### src/rtl/psi_pkg.sv
// Shared types, constants and the CORDIC arctangent table for the pose interpolator.
// No dependencies.
package psi_pkg;

  localparam int CORDIC_STEPS = 16;

  localparam logic [14:0] THR_RESET = 15'd16376;
  localparam logic [16:0] FRAC_ONE = 17'd65536;
  localparam logic [30:0] ONE_Q30 = 31'h4000_0000;
  localparam logic [63:0] ONE_Q60 = 64'h1000_0000_0000_0000;
  localparam logic [33:0] DOT_CLAMP = 34'h0_1000_0000;
  localparam logic signed [33:0] CORDIC_KINV = 34'sd652032874;
  localparam logic signed [67:0] HALF_Q16 = 68'sd32768;

  typedef enum logic [4:0] {
    S_IDLE, S_TR, S_DOT, S_FIX, S_DSQ, S_SQ1_GO, S_SQ1_W, S_LIN,
    S_VEC_GO, S_VEC_W, S_OM, S_ROT_GO, S_ROT_W, S_SL, S_MAG,
    S_SQ2_GO, S_SQ2_W, S_DIV_GO, S_DIV_W, S_FIN
  } psi_state_t;

  function automatic logic [29:0] atan_q30(input logic [4:0] i);
    logic [29:0] r;
    case (i)
      5'd0: r = 30'd843314857;
      5'd1: r = 30'd497837829;
      5'd2: r = 30'd263043837;
      5'd3: r = 30'd133525159;
      5'd4: r = 30'd67021687;
      5'd5: r = 30'd33543516;
      5'd6: r = 30'd16775851;
      5'd7: r = 30'd8388437;
      5'd8: r = 30'd4194283;
      5'd9: r = 30'd2097149;
      5'd10: r = 30'd1048576;
      5'd11: r = 30'd524288;
      5'd12: r = 30'd262144;
      5'd13: r = 30'd131072;
      5'd14: r = 30'd65536;
      5'd15: r = 30'd32768;
      5'd16: r = 30'd16384;
      5'd17: r = 30'd8192;
      5'd18: r = 30'd4096;
      5'd19: r = 30'd2048;
      5'd20: r = 30'd1024;
      5'd21: r = 30'd512;
      5'd22: r = 30'd256;
      5'd23: r = 30'd128;
      5'd24: r = 30'd64;
      5'd25: r = 30'd32;
      5'd26: r = 30'd16;
      5'd27: r = 30'd8;
      5'd28: r = 30'd4;
      5'd29: r = 30'd2;
      5'd30: r = 30'd1;
      default: r = 30'd0;
    endcase
    return r;
  endfunction

endpackage

### src/rtl/psi_isqrt.sv
// Bit-pair integer square root of a 64-bit value, one result bit per cycle.
// Depends on psi_pkg only by convention.
module psi_isqrt import psi_pkg::*; (
  input  logic        clk,
  input  logic        rst,
  input  logic        start,
  input  logic [63:0] rad,
  output logic        done,
  output logic [31:0] root
);

  logic [63:0] s, r, b, rb;
  logic [4:0] cnt;
  logic busy;

  assign rb = r + b;
  assign root = r[31:0];

  always_ff @(posedge clk) begin
    if (rst) begin
      busy <= 1'b0;
      done <= 1'b0;
    end else begin
      done <= 1'b0;
      if (start) begin
        s <= rad;
        r <= 64'd0;
        b <= 64'h4000_0000_0000_0000;
        cnt <= 5'd0;
        busy <= 1'b1;
      end else if (busy) begin
        if (s >= rb) begin
          s <= s - rb;
          r <= (r >> 1) + b;
        end else begin
          r <= r >> 1;
        end
        b <= b >> 2;
        cnt <= cnt + 5'd1;
        if (cnt == 5'd31) begin
          busy <= 1'b0;
          done <= 1'b1;
        end
      end
    end
  end

endmodule

### config.mk
export PLATFORM = sky130hd
export DESIGN_NAME = psi_isqrt
export DESIGN_NICKNAME = d
export VERILOG_FILES = /design/src/rtl/psi_pkg.sv /design/src/rtl/psi_isqrt.sv
export SDC_FILE = /design/constraint.sdc
export NUM_CORES = 1
export LEC_CHECK = 0
export BUFFER_PORTS_ARGS = -buffer_cell sky130_fd_sc_hd__buf_2
export CAP_MARGIN = 40
export CORE_MARGIN = 2
export CORE_UTILIZATION = 50
export DETAILED_ROUTE_END_ITERATION = 6
export PLACE_DENSITY_LB_ADDON = 0.08
export RECOVER_POWER = 50
export SYNTH_ARGS = -nofsm -noshare
export SYNTH_HDL_FRONTEND = slang
export SYNTH_SLANG_ARGS = --single-unit
export TNS_END_PERCENT = 5
### constraint.sdc
create_clock -name clk -period 14.8 [get_ports clk]
set_clock_uncertainty 0.1 [all_clocks]
set_input_delay 0.74 -clock clk [delete_from_list [all_inputs] [get_ports clk]]
set_output_delay 0.74 -clock clk [all_outputs]
set_load 0.05 [all_outputs]
==> metrics.txt <==
# TYPE chip_impl_metric gauge
chip_impl_info{name="status",value="finished with violations"} 1
chip_impl_info{name="violations",value="capacitance limit, slew limit"} 1
chip_impl_metric{name="max_freq",unit="MHz"} 107
chip_impl_info{name="root_buffer_cell",value="sky130_fd_sc_hd__clkbuf_16"} 1
chip_impl_metric{name="postCtsSetupBuffers",unit=""} 0
chip_impl_metric{name="critical_path_peak_fanout",unit=""} 73
chip_impl_metric{name="drt_iter0_markers",unit=""} 1130
chip_impl_metric{name="wl",unit="mm"} 44.6
chip_impl_metric{name="fillers",unit=""} 3016
chip_impl_metric{name="die-area",unit="um2"} 33100
chip_impl_metric{name="coreArea",unit="um2"} 31400
chip_impl_info{name="setup.worst_path.end_class",value="register"} 1
chip_impl_metric{name="ctsResizeCount",unit=""} 0
chip_impl_metric{name="setup_viol",unit=""} 0
chip_impl_metric{name="htree_levels",unit=""} 4
chip_impl_metric{name="actual_transition_at_the_worst_max_transition_pin",unit="ns"} 3.51
chip_impl_metric{name="port_buffer_cells",unit=""} 99
chip_impl_metric{name="dp_cells",unit=""} 2260
chip_impl_metric{name="timing_hold_violations_final",unit=""} 0
chip_impl_metric{name="seq_area_frac_synth",unit="%"} 31.6
chip_impl_metric{name="power.ir.vdd_worst",unit="uV"} 81.8
chip_impl_metric{name="synth_async_sr_flop_share",unit="%"} 0
chip_impl_metric{name="grt_pass1_wl",unit="mm"} 70.8
chip_impl_metric{name="syn_nets",unit=""} 2060
chip_impl_metric{name="totalNegativeSetupSlack",unit="ns"} 0
chip_impl_metric{name="vias_per_cell",unit=""} 6.11
chip_impl_metric{name="numCtsBuffers",unit=""} 17
chip_impl_metric{name="final_antenna_net_count",unit=""} 0
chip_impl_metric{name="die_h",unit="um"} 182
chip_impl_metric{name="final-instance-count-excl-fill",unit=""} 2293
chip_impl_metric{name="synth_enable_flop_cells",unit=""} 165
chip_impl_metric{name="synth_largest_type_area_fraction",unit="%"} 31.3
chip_impl_metric{name="io_pins",unit=""} 100
chip_impl_info{name="synth_flop_cell",value="sky130_fd_sc_hd__edfxtp_1"} 1
chip_impl_metric{name="number_of_unique_standard_cell_types_used_by_synthesis",unit=""} 82
chip_impl_metric{name="grt_start_max_net_pins",unit=""} 77
chip_impl_info{name="synth.area.top_cells",value="sky130_fd_sc_hd__edfxtp_1 31%, sky130_fd_sc_hd__ha_1 10%, sky130_fd_sc_hd__xnor2_1 4.8%"} 1
chip_impl_metric{name="drt-wirelength-per-cell",unit="um"} 19.4
chip_impl_metric{name="overflow",unit=""} 0
chip_impl_info{name="cts_tree",value="done"} 1
chip_impl_metric{name="syn_area_per_cell",unit="um2"} 8.51
chip_impl_metric{name="drt-pass1-iter-count",unit=""} 5
chip_impl_metric{name="clock_sinks",unit=""} 167
chip_impl_metric{name="gp_congestion",unit=""} 0.945
chip_impl_metric{name="p_per_cell_area",unit="nW/um2"} 135
chip_impl_metric{name="total_leakage_power",unit="nW"} 6.29
chip_impl_metric{name="die_w",unit="um"} 182
chip_impl_metric{name="drcViolationCount",unit=""} 0
chip_impl_metric{name="final.min_clock_period",unit="ns"} 9.36
chip_impl_metric{name="first_global_vias",unit=""} 13077
chip_impl_metric{name="post_synth_instance_area",unit="um2"} 15800
chip_impl_info{name="path_class",value="in2reg"} 1
chip_impl_metric{name="gr-usage-all-layers",unit="%"} 27.0
chip_impl_metric{name="netlist_instances",unit=""} 1860
chip_impl_metric{name="multi_input_gate_area",unit="um2"} 10200
chip_impl_metric{name="num_vias",unit=""} 14020
chip_impl_metric{name="worstPathRequired",unit="ns"} 14.70
chip_impl_metric{name="critPathArrivalTime",unit="ns"} 9.27
chip_impl_metric{name="drive_gt1_share",unit="%"} 7.20
chip_impl_metric{name="final.period_utilization",unit="%"} 63.3
chip_impl_metric{name="clkTransAtPathRegs",unit="ns"} 0.07
chip_impl_metric{name="area.sequential",unit="um2"} 4990
chip_impl_metric{name="clock_insertion_delay_worst_skew",unit="ns"} 0.46
chip_impl_metric{name="core.rowCount",unit=""} 65
chip_impl_metric{name="clock_tree.buffer_depth",unit=""} 2
chip_impl_metric{name="synth_seq_cells",unit=""} 167
chip_impl_metric{name="finalNetCount",unit=""} 2077
chip_impl_metric{name="holdBufCountCts",unit=""} 0
chip_impl_metric{name="final_max_slew_viol_count",unit=""} 315
chip_impl_info{name="cp-start-kind",value="primary input"} 1
chip_impl_metric{name="slew_headroom",unit="%"} -134
chip_impl_metric{name="syn_to_final_growth",unit="%"} 6.95
chip_impl_metric{name="maxCapViolCount",unit=""} 5
chip_impl_info{name="netlist_top_cells_count",value="195 x sky130_fd_sc_hd__nand2_1, 188 x sky130_fd_sc_hd__nor2_1, 165 x sky130_fd_sc_hd__edfxtp_1, 132 x sky130_fd_sc_hd__ha_1, 130 x sky130_fd_sc_hd__a21oi_1"} 1
chip_impl_info{name="netlist.top_cell.by_area",value="sky130_fd_sc_hd__edfxtp_1"} 1
chip_impl_info{name="yosys.cell_count.top_type",value="sky130_fd_sc_hd__nand2_1"} 1
chip_impl_metric{name="hpwl",unit="mm"} 34.1
chip_impl_metric{name="initial_utilization",unit="%"} 50.4
chip_impl_metric{name="antenna_found_initial",unit=""} 1
chip_impl_metric{name="synthesis.yosys.warnings",unit=""} 0
chip_impl_info{name="grt_setup_unrepaired",value="no"} 1
chip_impl_info{name="holdCritPathClass",value="in2reg"} 1
## cells by family (layout without fill, tap and decap cells)
kind of cell / Yosys count / count (layout) / share of synthesized area, %
flops: 167 / 167 / 31.6
other cells: 0 / 1 / 0
simple gates: 654 / 654 / 19.6
mux: 16 / 16 / 1.04
compound gates: 578 / 578 / 23.6
fa+ha+maj: 133 / 133 / 10.6
buf+inv: 143 / 173 / 4.25
xor+xnor: 169 / 169 / 9.35
## cell type report
type                            instances  area share (%)
Sequential cell                       167            29.5
Clock buffer                           17            2.51
Tap cell                              402            2.97
Inverter                               33           0.732
Clock inverter                         15            1.08
Timing Repair Buffer                  108            3.08
Multi-Input combinational cell       1550            60.1
Antenna cell                            1          0.0148
## worst paths after layout
path / slack [ns] / startpoint / end / cells after the start
max reg2reg: 8.40 / r[4] / r[25] / 22
max: 5.44 / start / b[10] / 6
min reg2reg: 0.50 / cnt[0] / cnt[0] / 1
min: 0.40 / rst / busy / 2
## flip-flops by register name, summed over array words and instances (netlist names)
signal and cells:
r 64, s 64, b 32, cnt 5, busy 1, done 1
## metal layers
metal  routed length [um]  GRT usage, %  up-vias
li1                     -             -     6928
met1                22900          42.4     6616
met2                18200          38.6      440
met3                 2860          4.25       36
met4                  531          5.77        0
met5                    0             0        -
## worst max-delay path, stage by stage
cell                       delay (ns)
sky130_fd_sc_hd__clkbuf_1        2.03
sky130_fd_sc_hd__clkbuf_1        1.74
sky130_fd_sc_hd__nor2_1          0.31
sky130_fd_sc_hd__nor2_4          0.17
sky130_fd_sc_hd__clkbuf_1        1.77
sky130_fd_sc_hd__clkbuf_1        2.39
## power by group
part | switching (mW) | total (mW) | internal (mW)
clock network | 0.227 | 0.469 | 0.242
registers | 0.0683 | 0.681 | 0.613
logic | 0.708 | 1.14 | 0.428
total | 1.00 | 2.29 | 1.28
## metrics by stage
stage / setup WS [ns] / cell area (um2) / hold slack, ns / util [%] / power, mW
final: 5.44 / 16900 / 0.403 / 53.9 / 2.29
after floorplan: 3.90 / 15800 / 0.363 / - / 1.54
after CTS: 8.54 / 17000 / 0.389 / 54.2 / 2.28
after global routing: 4.50 / 16900 / 0.399 / 53.9 / 2.44
after detailed placement: 8.57 / 16400 / 0.469 / 52.3 / 1.81
after global placement: 8.41 / 16400 / 0.464 / 52.1 / 1.79
## placed cells by master, fill, tap and decap left out, drive strengths merged, types with 19 or more instances in the layout
master  count
a211oi     28
a21o       48
a21oi     131
a31oi      62
and2       21
and3       19
buf        69
clkbuf     56
edfxtp    165
ha        132
inv        40
nand2     195
nand3      42
nand4      49
nor2      188
nor2b      51
nor3       22
o21a       19
o21ai     148
o21bai     29
o31ai      23
xnor2      87
xor2       82
Note: power is estimated with default switching activity, not from simulation.
