$ cat config.mk
export PLATFORM = sky130hd
export DESIGN_NAME = psi_div
export DESIGN_NICKNAME = d
export VERILOG_FILES = /design/src/rtl/psi_pkg.sv /design/src/rtl/psi_div.sv
export SDC_FILE = /design/constraint.sdc
export NUM_CORES = 1
export LEC_CHECK = 0
export BUFFER_PORTS_ARGS = -buffer_cell sky130_fd_sc_hd__buf_2
export CAP_MARGIN = 15
export CORE_ASPECT_RATIO = 0.75
export CORE_MARGIN = 10
export CORE_UTILIZATION = 24
export DETAILED_ROUTE_END_ITERATION = 12
export HOLD_SLACK_MARGIN = 0.1
export PLACE_DENSITY = 0.52
export SLEW_MARGIN = 25
export SYNTH_ARGS = -nofsm -noshare
export SYNTH_HDL_FRONTEND = slang
export SYNTH_SLANG_ARGS = --single-unit
$ cat constraint.sdc
create_clock -name clk -period 8 [get_ports clk]
set_clock_uncertainty 0.05 [all_clocks]
set_input_delay 1.2 -clock clk [delete_from_list [all_inputs] [get_ports clk]]
set_output_delay 1.2 -clock clk [all_outputs]
set_load 0.02 [all_outputs]
$ cat src/rtl/psi_pkg.sv
// Shared types, constants and the CORDIC arctangent table for the pose interpolator.
// No dependencies.
package psi_pkg;

  localparam int CORDIC_STEPS = 16;

  localparam logic [14:0] THR_RESET = 15'd16376;
  localparam logic [16:0] FRAC_ONE = 17'd65536;
  localparam logic [30:0] ONE_Q30 = 31'h4000_0000;
  localparam logic [63:0] ONE_Q60 = 64'h1000_0000_0000_0000;
  localparam logic [33:0] DOT_CLAMP = 34'h0_1000_0000;
  localparam logic signed [33:0] CORDIC_KINV = 34'sd652032874;
  localparam logic signed [67:0] HALF_Q16 = 68'sd32768;

  typedef enum logic [4:0] {
    S_IDLE, S_TR, S_DOT, S_FIX, S_DSQ, S_SQ1_GO, S_SQ1_W, S_LIN,
    S_VEC_GO, S_VEC_W, S_OM, S_ROT_GO, S_ROT_W, S_SL, S_MAG,
    S_SQ2_GO, S_SQ2_W, S_DIV_GO, S_DIV_W, S_FIN
  } psi_state_t;

  function automatic logic [29:0] atan_q30(input logic [4:0] i);
    logic [29:0] r;
    case (i)
      5'd0: r = 30'd843314857;
      5'd1: r = 30'd497837829;
      5'd2: r = 30'd263043837;
      5'd3: r = 30'd133525159;
      5'd4: r = 30'd67021687;
      5'd5: r = 30'd33543516;
      5'd6: r = 30'd16775851;
      5'd7: r = 30'd8388437;
      5'd8: r = 30'd4194283;
      5'd9: r = 30'd2097149;
      5'd10: r = 30'd1048576;
      5'd11: r = 30'd524288;
      5'd12: r = 30'd262144;
      5'd13: r = 30'd131072;
      5'd14: r = 30'd65536;
      5'd15: r = 30'd32768;
      5'd16: r = 30'd16384;
      5'd17: r = 30'd8192;
      5'd18: r = 30'd4096;
      5'd19: r = 30'd2048;
      5'd20: r = 30'd1024;
      5'd21: r = 30'd512;
      5'd22: r = 30'd256;
      5'd23: r = 30'd128;
      5'd24: r = 30'd64;
      5'd25: r = 30'd32;
      5'd26: r = 30'd16;
      5'd27: r = 30'd8;
      5'd28: r = 30'd4;
      5'd29: r = 30'd2;
      5'd30: r = 30'd1;
      default: r = 30'd0;
    endcase
    return r;
  endfunction

endpackage

$ cat src/rtl/psi_div.sv
// Restoring divider, 48-bit numerator by 32-bit divisor, one quotient bit per cycle.
// Gives the low 16 quotient bits. Depends on psi_pkg only by convention.
module psi_div import psi_pkg::*; (
  input  logic        clk,
  input  logic        rst,
  input  logic        start,
  input  logic [47:0] num,
  input  logic [31:0] den,
  output logic        done,
  output logic [15:0] quo
);

  logic [31:0] rem, dv;
  logic [47:0] nq;
  logic [32:0] t;
  logic [5:0] cnt;
  logic busy, ge;

  assign t = {rem, nq[47]};
  assign ge = t >= {1'b0, dv};
  assign quo = nq[15:0];

  always_ff @(posedge clk) begin
    if (rst) begin
      busy <= 1'b0;
      done <= 1'b0;
    end else begin
      done <= 1'b0;
      if (start) begin
        rem <= 32'd0;
        nq <= num;
        dv <= den;
        cnt <= 6'd0;
        busy <= 1'b1;
      end else if (busy) begin
        rem <= ge ? 32'(t - {1'b0, dv}) : t[31:0];
        nq <= {nq[46:0], ge};
        cnt <= cnt + 6'd1;
        if (cnt == 6'd47) begin
          busy <= 1'b0;
          done <= 1'b1;
        end
      end
    end
  end

endmodule

==> results.ini, run 1 <==
[worst_setup_path]
r2r-start = rem[29]
path_cells = buf_4 -> buf_4 -> inv_1 -> nor2_4 -> buf_16
rrSetupSlack_ps = 4620
end_kind = flop
crit_arrival_ps = 3510
startpoint_type = primary input
worstSetupPathType = in2reg
crit_fanout = 46
required_ps = 8070
cpMostUsedCell = buf_4
reg2reg_to = rem[27]
reg2reg_depth = 8
cpMaxStageDelayCell = nor2_4
critPathMaxStageDelay_ps = 640

[floorplanning]
row_count = 53
initial_core_util_pct = 24.5
die_y_um = 167
core_um2 = 28200
dieWidth_um = 216
ios = 100
die_area_um2 = 36000

[clocking]
clk_pin_slew_ps = 50
cts-root-buf = clkbuf_16
cts_setup_buffers = 0
cts-buffers-inserted = 17
cts_hold_buffers = 0
cts_buffer_depth = 2
clkLatencyLatePin_ps = 420
ctsResizeCount = 0
htree_levels = 4
cts_tree = done
clock_sinks = 120

[final_layout]
register_area_um2 = 3580
num_antenna_cells = 0
final_cell_mix = 118 x edfxtp_1, 98 x buf_2, 48 x mux2_2, 48 x nor2_1, 47 x inv_1
layout_commonest_cell = edfxtp_1
stdcell_count = 1083
syn2layout_area_growth_pct = 20.7
finalInstanceArea_um2 = 8340
fillCellCount = 2927
drive_gt1_share_pct = 27.8
multi_input_area_um2 = 2940
fin_nets = 803

[timing]
rsz0062_at_grt = no
setup_viol = 0
worst_pin_slew_ps = 812
period_minus_slack_ps = 3440
fmax_mhz = 290
drv_slew = 0
post-route-period-util_pct = 43.0
timing.slew.headroom_pct = 45.9
setup_tns_ps = 0
finalHoldViolCount = 0

[global_route]
antenna_found_initial = 0
grt_pass1_wl_um = 27600
grt_max_degree = 63
grt_remaining_overflow = 0
grt_use_total_pct = 9.56
grt_pass1_vias = 4970

[place]
place.gp.congestion = 0.854
io_buffers = 99
postPlaceCellArea_um2 = 7700
dp.cells = 1051
place_hpwl_um = 12300

[yosys]
synth_cell_types = 68
synthesis.area_um2 = 6910
synth_area_leaders = edfxtp_1 51%, mux2_2 7.8%, ha_1 6.0%
ys.flop_type = edfxtp_1
synth.yosys.seq_area_share_pct = 51.9
synth_nets = 721
yosys.area.top_type_share_pct = 51.3
async_flop_share_pct = 0
synthCells = 604
yosysTopAreaCell = edfxtp_1
syn-mean-instance-area_um2 = 11.4
ys_ff_latch = 120
synth-edff-count = 118
synth_warnings = 0

[power_and_ir_drop]
leakage_nw = 3.27
irDropWorstVdd_v = 0.000140
total_power_w = 0.00207
power_density_nw_per_um2 = 248

[hold_path]
hold_class = reg2reg
hp-start = busy
holdPathEnd = done
holdPathStages = 1

[drt]
drc = 0
antenna_left = 0
viasPerCell = 4.42
wire_per_inst_um = 15.9
vias = 4786
routed_wl_um = 17200
drt_iter0_markers = 329
first_pass_iters = 5

[flow_run]
maxCapViolations = 0

[status]
status = complete, no violations

synth_stat cells, types with 8 or more instances:
cell / count
o211ai_1: 9
nor2_1: 50
inv_1: 47
edfxtp_1: 118
xnor2_1: 15
buf_4: 18
mux2_2: 48
a21oi_1: 38
nand2b_1: 9
ha_1: 33
nand2_1: 37
clkbuf_1: 10
a211oi_1: 8
o21ai_0: 15
xor2_1: 10
mux2i_1: 13
a21o_1: 9
nand3_1: 9
buf_2: 8
critical path: cells and delay by family:
family | cells | cell delay (ps)
simple gates | 1 | 640
buf+inv | 4 | 1610
state kept, by name, indices dropped and copies added (netlist names):
signal,count
nq,48
busy,1
dv,32
cnt,6
done,1
rem,32
layout make-up:
cell class / instances / area share [%]
Clock buffer: 21 / 5.28
Inverter: 47 / 2.11
Clock inverter: 10 / 2.11
Tap cell: 385 / 5.77
Sequential cell: 120 / 43.0
Multi-Input combinational cell: 397 / 35.2
Timing Repair Buffer: 103 / 6.57
per-stage QoR:
stage,utilization [%],worst slack [ps],hold WS [ps]
after floorplan,-,2080,408
after global placement,27.3,3980,446
after detailed placement,27.3,3910,436
after CTS,29.5,4340,443
after global routing,29.6,4330,460
final,29.6,4560,439
worst max-delay path by stage:
stage,slack (ps),end,startpoint
after floorplan,2080,cnt[0],start
after global placement,3980,dv[26],start
after detailed placement,3910,dv[21],start
after CTS,4340,rem[27],rem[29]
after global routing,4330,rem[27],rem[21]
final,4560,dv[22],start
layer usage:
metal / up-vias / part of all wire, % / global-route usage [%]
met1: 2292 / 51 / 13.1
met2: 95 / 44 / 14.3
li1: 2387 / - / -
met3: 12 / 3.7 / 2.81
met5: - / 0 / 0
met4: 0 / 1.0 / 2.52
power breakdown:
part / internal (W) / leakage (nW) / switching [W]
registers: 0.000762 / 1.15 / 0.0000224
clock network: 0.000548 / 0.300 / 0.000274
logic: 0.000189 / 1.83 / 0.000276
cell families after synthesis:
logic type | after synthesis | share of synthesized area, %
flops | 120 | 51.9
simple gates | 152 | 11.0
fa+ha+maj | 34 | 6.27
xor+xnor | 25 | 3.17
compound gates | 125 | 12.2
mux | 61 | 9.71
buf+inv | 87 | 5.87
No activity file was read; power rests on OpenSTA's default activity.
==> inputs of run 2 (changes only) <==
--- a/config.mk
+++ b/config.mk
@@ -12,7 +12,7 @@
 export CORE_UTILIZATION = 24
 export DETAILED_ROUTE_END_ITERATION = 12
 export HOLD_SLACK_MARGIN = 0.1
-export PLACE_DENSITY = 0.52
+export PLACE_DENSITY = 0.53
 export SLEW_MARGIN = 25
 export SYNTH_ARGS = -nofsm -noshare
 export SYNTH_HDL_FRONTEND = slang
==> constraint.sdc (replaced) <==
create_clock -name clk -period 2.78 [get_ports clk]
set_clock_uncertainty 0.05 [all_clocks]
set_input_delay 0.417 -clock clk [delete_from_list [all_inputs] [get_ports clk]]
set_output_delay 0.417 -clock clk [all_outputs]
set_load 0.02 [all_outputs]
==> run 2 against run 1 <==
Effect of this change: cell count grew 11%; critical path depth is 5 higher; design area grew 16%; utilization is 4.6 points higher; routed wire length grew 11%; register-to-register slack got worse by 4600 ps; clock power increased to 3.0 times the previous value; sequential share of layout area fell by 5.8 points.
==> results.ini, run 2 (same netlist as run 1, synthesis figures left out) <==
[power_and_ir_drop]
seqPwrFrac_pct = 34.3  ; -3.6 points
intPower_w = 0.00472  ; +220%
irDropWorstVdd_v = 0.000451  ; +220%
power.share.clock_pct = 37.1  ; -2.6 points
power_density_nw_per_um2 = 686  ; +180%
leakage_nw = 3.85  ; +18%
switching_share_pct = 28.7  ; +1.0 points
p_switching_w = 0.00190  ; +230%
combPwrFrac_pct = 28.7  ; +6.3 points

[clocking]
cts-root-buf = clkbuf_16
clk_pin_slew_ps = 60  ; about the same
cts-buffers-inserted = 17  ; unchanged
clock_sinks = 120  ; unchanged
htree_levels = 4  ; unchanged
cts_tree = done
cts_buffer_depth = 2  ; unchanged
clkLatencyLatePin_ps = 430  ; about the same

[final_layout]
syn2layout_area_growth_pct = 39.6
top_register = nq
final_cell_mix = 118 x edfxtp_1, 98 x buf_2, 87 x buf_4
stdcell_count = 1198  ; +11%
finalInstanceArea_um2 = 9650  ; +16%
fin_nets = 917  ; +14%
fillCellCount = 2850  ; -2.6%
drive_gt1_share_pct = 40.5  ; +13 points
multi_input_area_um2 = 3260  ; +11%
top_regs = nq x48, dv x32, rem x32
register_area_um2 = 3580  ; unchanged
largest_reg_flops = 48  ; unchanged
layout_commonest_cell = edfxtp_1
num_antenna_cells = 0  ; unchanged

[timing]
worst_pin_slew_ps = 603  ; -209 ps
rsz0062_at_grt = yes
fin_ws_ps = 35.8  ; -4520 ps
setup_viol = 0  ; unchanged
hold_ws_ps = 131  ; -309 ps
fmax_mhz = 364
post-route-period-util_pct = 98.7
timing.slew.headroom_pct = 59.2  ; +13 points
drv_slew = 0  ; unchanged
setup_tns_ps = 0  ; unchanged
period_minus_slack_ps = 2740
finalHoldViolCount = 0  ; unchanged

[global_route]
top_usage_layer = met2
antenna_found_initial = 1  ; +1
use_met3_pct = 3.17  ; +0.36 points
grt_pass1_wl_um = 29500  ; +7.2%
grt_pass1_vias = 5337  ; +7.4%
grt_remaining_overflow = 0  ; unchanged
grt_max_degree = 65  ; +3.2%
grt_use_total_pct = 10.2  ; +0.69 points
grt_use_met1_pct = 14.1  ; +0.99 points
use_met2_pct = 15.0  ; +0.76 points

[place]
io_buffers = 99  ; unchanged
dp.cells = 1129  ; +7.4%
dp_slack_ps = -256  ; -4160 ps
place_hpwl_um = 13300  ; +7.5%
place.gp.congestion = 0.854  ; about the same
postPlaceCellArea_um2 = 8320  ; +8.1%

[worst_setup_path]
startpoint_type = flop
crit_buf_inv = 0  ; -4
r2r-start = dv[0]
rrSetupSlack_ps = 40  ; -4580 ps
crit_arrival_ps = 2940  ; -570 ps
reg2reg_depth = 10  ; +2
cp.depth = 10  ; +5
required_ps = 2970  ; -5100 ps
critPathMaxStageDelay_ps = 540  ; -100 ps
crit_start = dv[0]
cpMaxStageDelayCell = or4b_1
worstSetupPathType = reg2reg
path_cells = ha_2 -> fa_2 -> nand2b_4 -> a21oi_2 -> o21a_1 -> a21oi_4 -> o21ai_2 -> a2111oi_2 -> or4b_1 -> o311ai_1
end_kind = flop
crit_fanout = 3  ; -93%
critical_path.top_delay_family = compound AO/OA/AOI/OAI gates

[drt]
antenna_left = 0  ; unchanged
first_pass_iters = 5  ; unchanged
wire_per_inst_um = 15.9  ; +0.11%
drt_iter0_markers = 258  ; -22%
viasPerCell = 4.38  ; -0.85%
drc = 0  ; unchanged
routed_wl_um = 19000  ; +11%
vias = 5249  ; +9.7%

[hold_path]
hold_class = in2reg
hp-start = den[20]
holdPathStages = 1  ; unchanged

[floorplanning]
ios = 100  ; unchanged
die_area_um2 = 36000  ; unchanged
core_um2 = 28200  ; unchanged
dieWidth_um = 216  ; unchanged
row_count = 53  ; unchanged
initial_core_util_pct = 24.5  ; unchanged
die_y_um = 167  ; unchanged

[flow_run]
maxCapViolations = 0  ; unchanged

[status]
status = complete, no violations

-- run 2: layout make-up --
class                           count  share of cell area, %
Multi-Input combinational cell    397                   33.7
Tap cell                          385                   4.99
Clock inverter                     12                   2.06
Timing Repair Buffer              217                   15.7
Sequential cell                   120                   37.1
Inverter                           47                   1.83
Clock buffer                       20                   4.53
-- run 2: path summary, 6_finish.rpt --
kind | end
worst max-delay path | rem[28]
worst min-delay path | dv[20]
worst max register to register | rem[28]
worst min register to register | done
-- run 2: power groups by stage --
stage               clock network [W]  logic [W]  registers [W]
floorplan                           0    0.00103        0.00227
global placement                    0    0.00163        0.00229
detailed placement                  0    0.00163        0.00229
CTS                           0.00254    0.00170        0.00226
global route                  0.00261    0.00208        0.00229
finish                        0.00245    0.00190        0.00227
-- run 2: routing by layer --
| layer | routed length (µm) | vias to the layer above | part of all wire (%) |
|---|---|---|---|
| li1 | - | 2610 | - |
| met1 | 9640 | 2535 | 51 |
| met2 | 8380 | 85 | 44 |
| met3 | 779 | 17 | 4.1 |
| met4 | 212 | 2 | 1.1 |
| met5 | 13 | - | 0.068 |
-- run 2: timing repair --
item / in CTS / in global routing
endpoints found under the setup margin: 26 / 31
gates resized for setup: 12 / 46
pin swaps: 5 / 29
setup buffers: 2 / 10
gates cloned: 0 / 1
hold buffers: 24 / 0
hold endpoints to repair: 24 / 0
-- run 2: per-stage QoR --
step	total power, W	util [%]
after floorplan	0.00331	-
after detailed placement	0.00393	29.5
after global placement	0.00392	29.5
after CTS	0.00650	32.8
final	0.00662	34.2
after global routing	0.00698	34.2
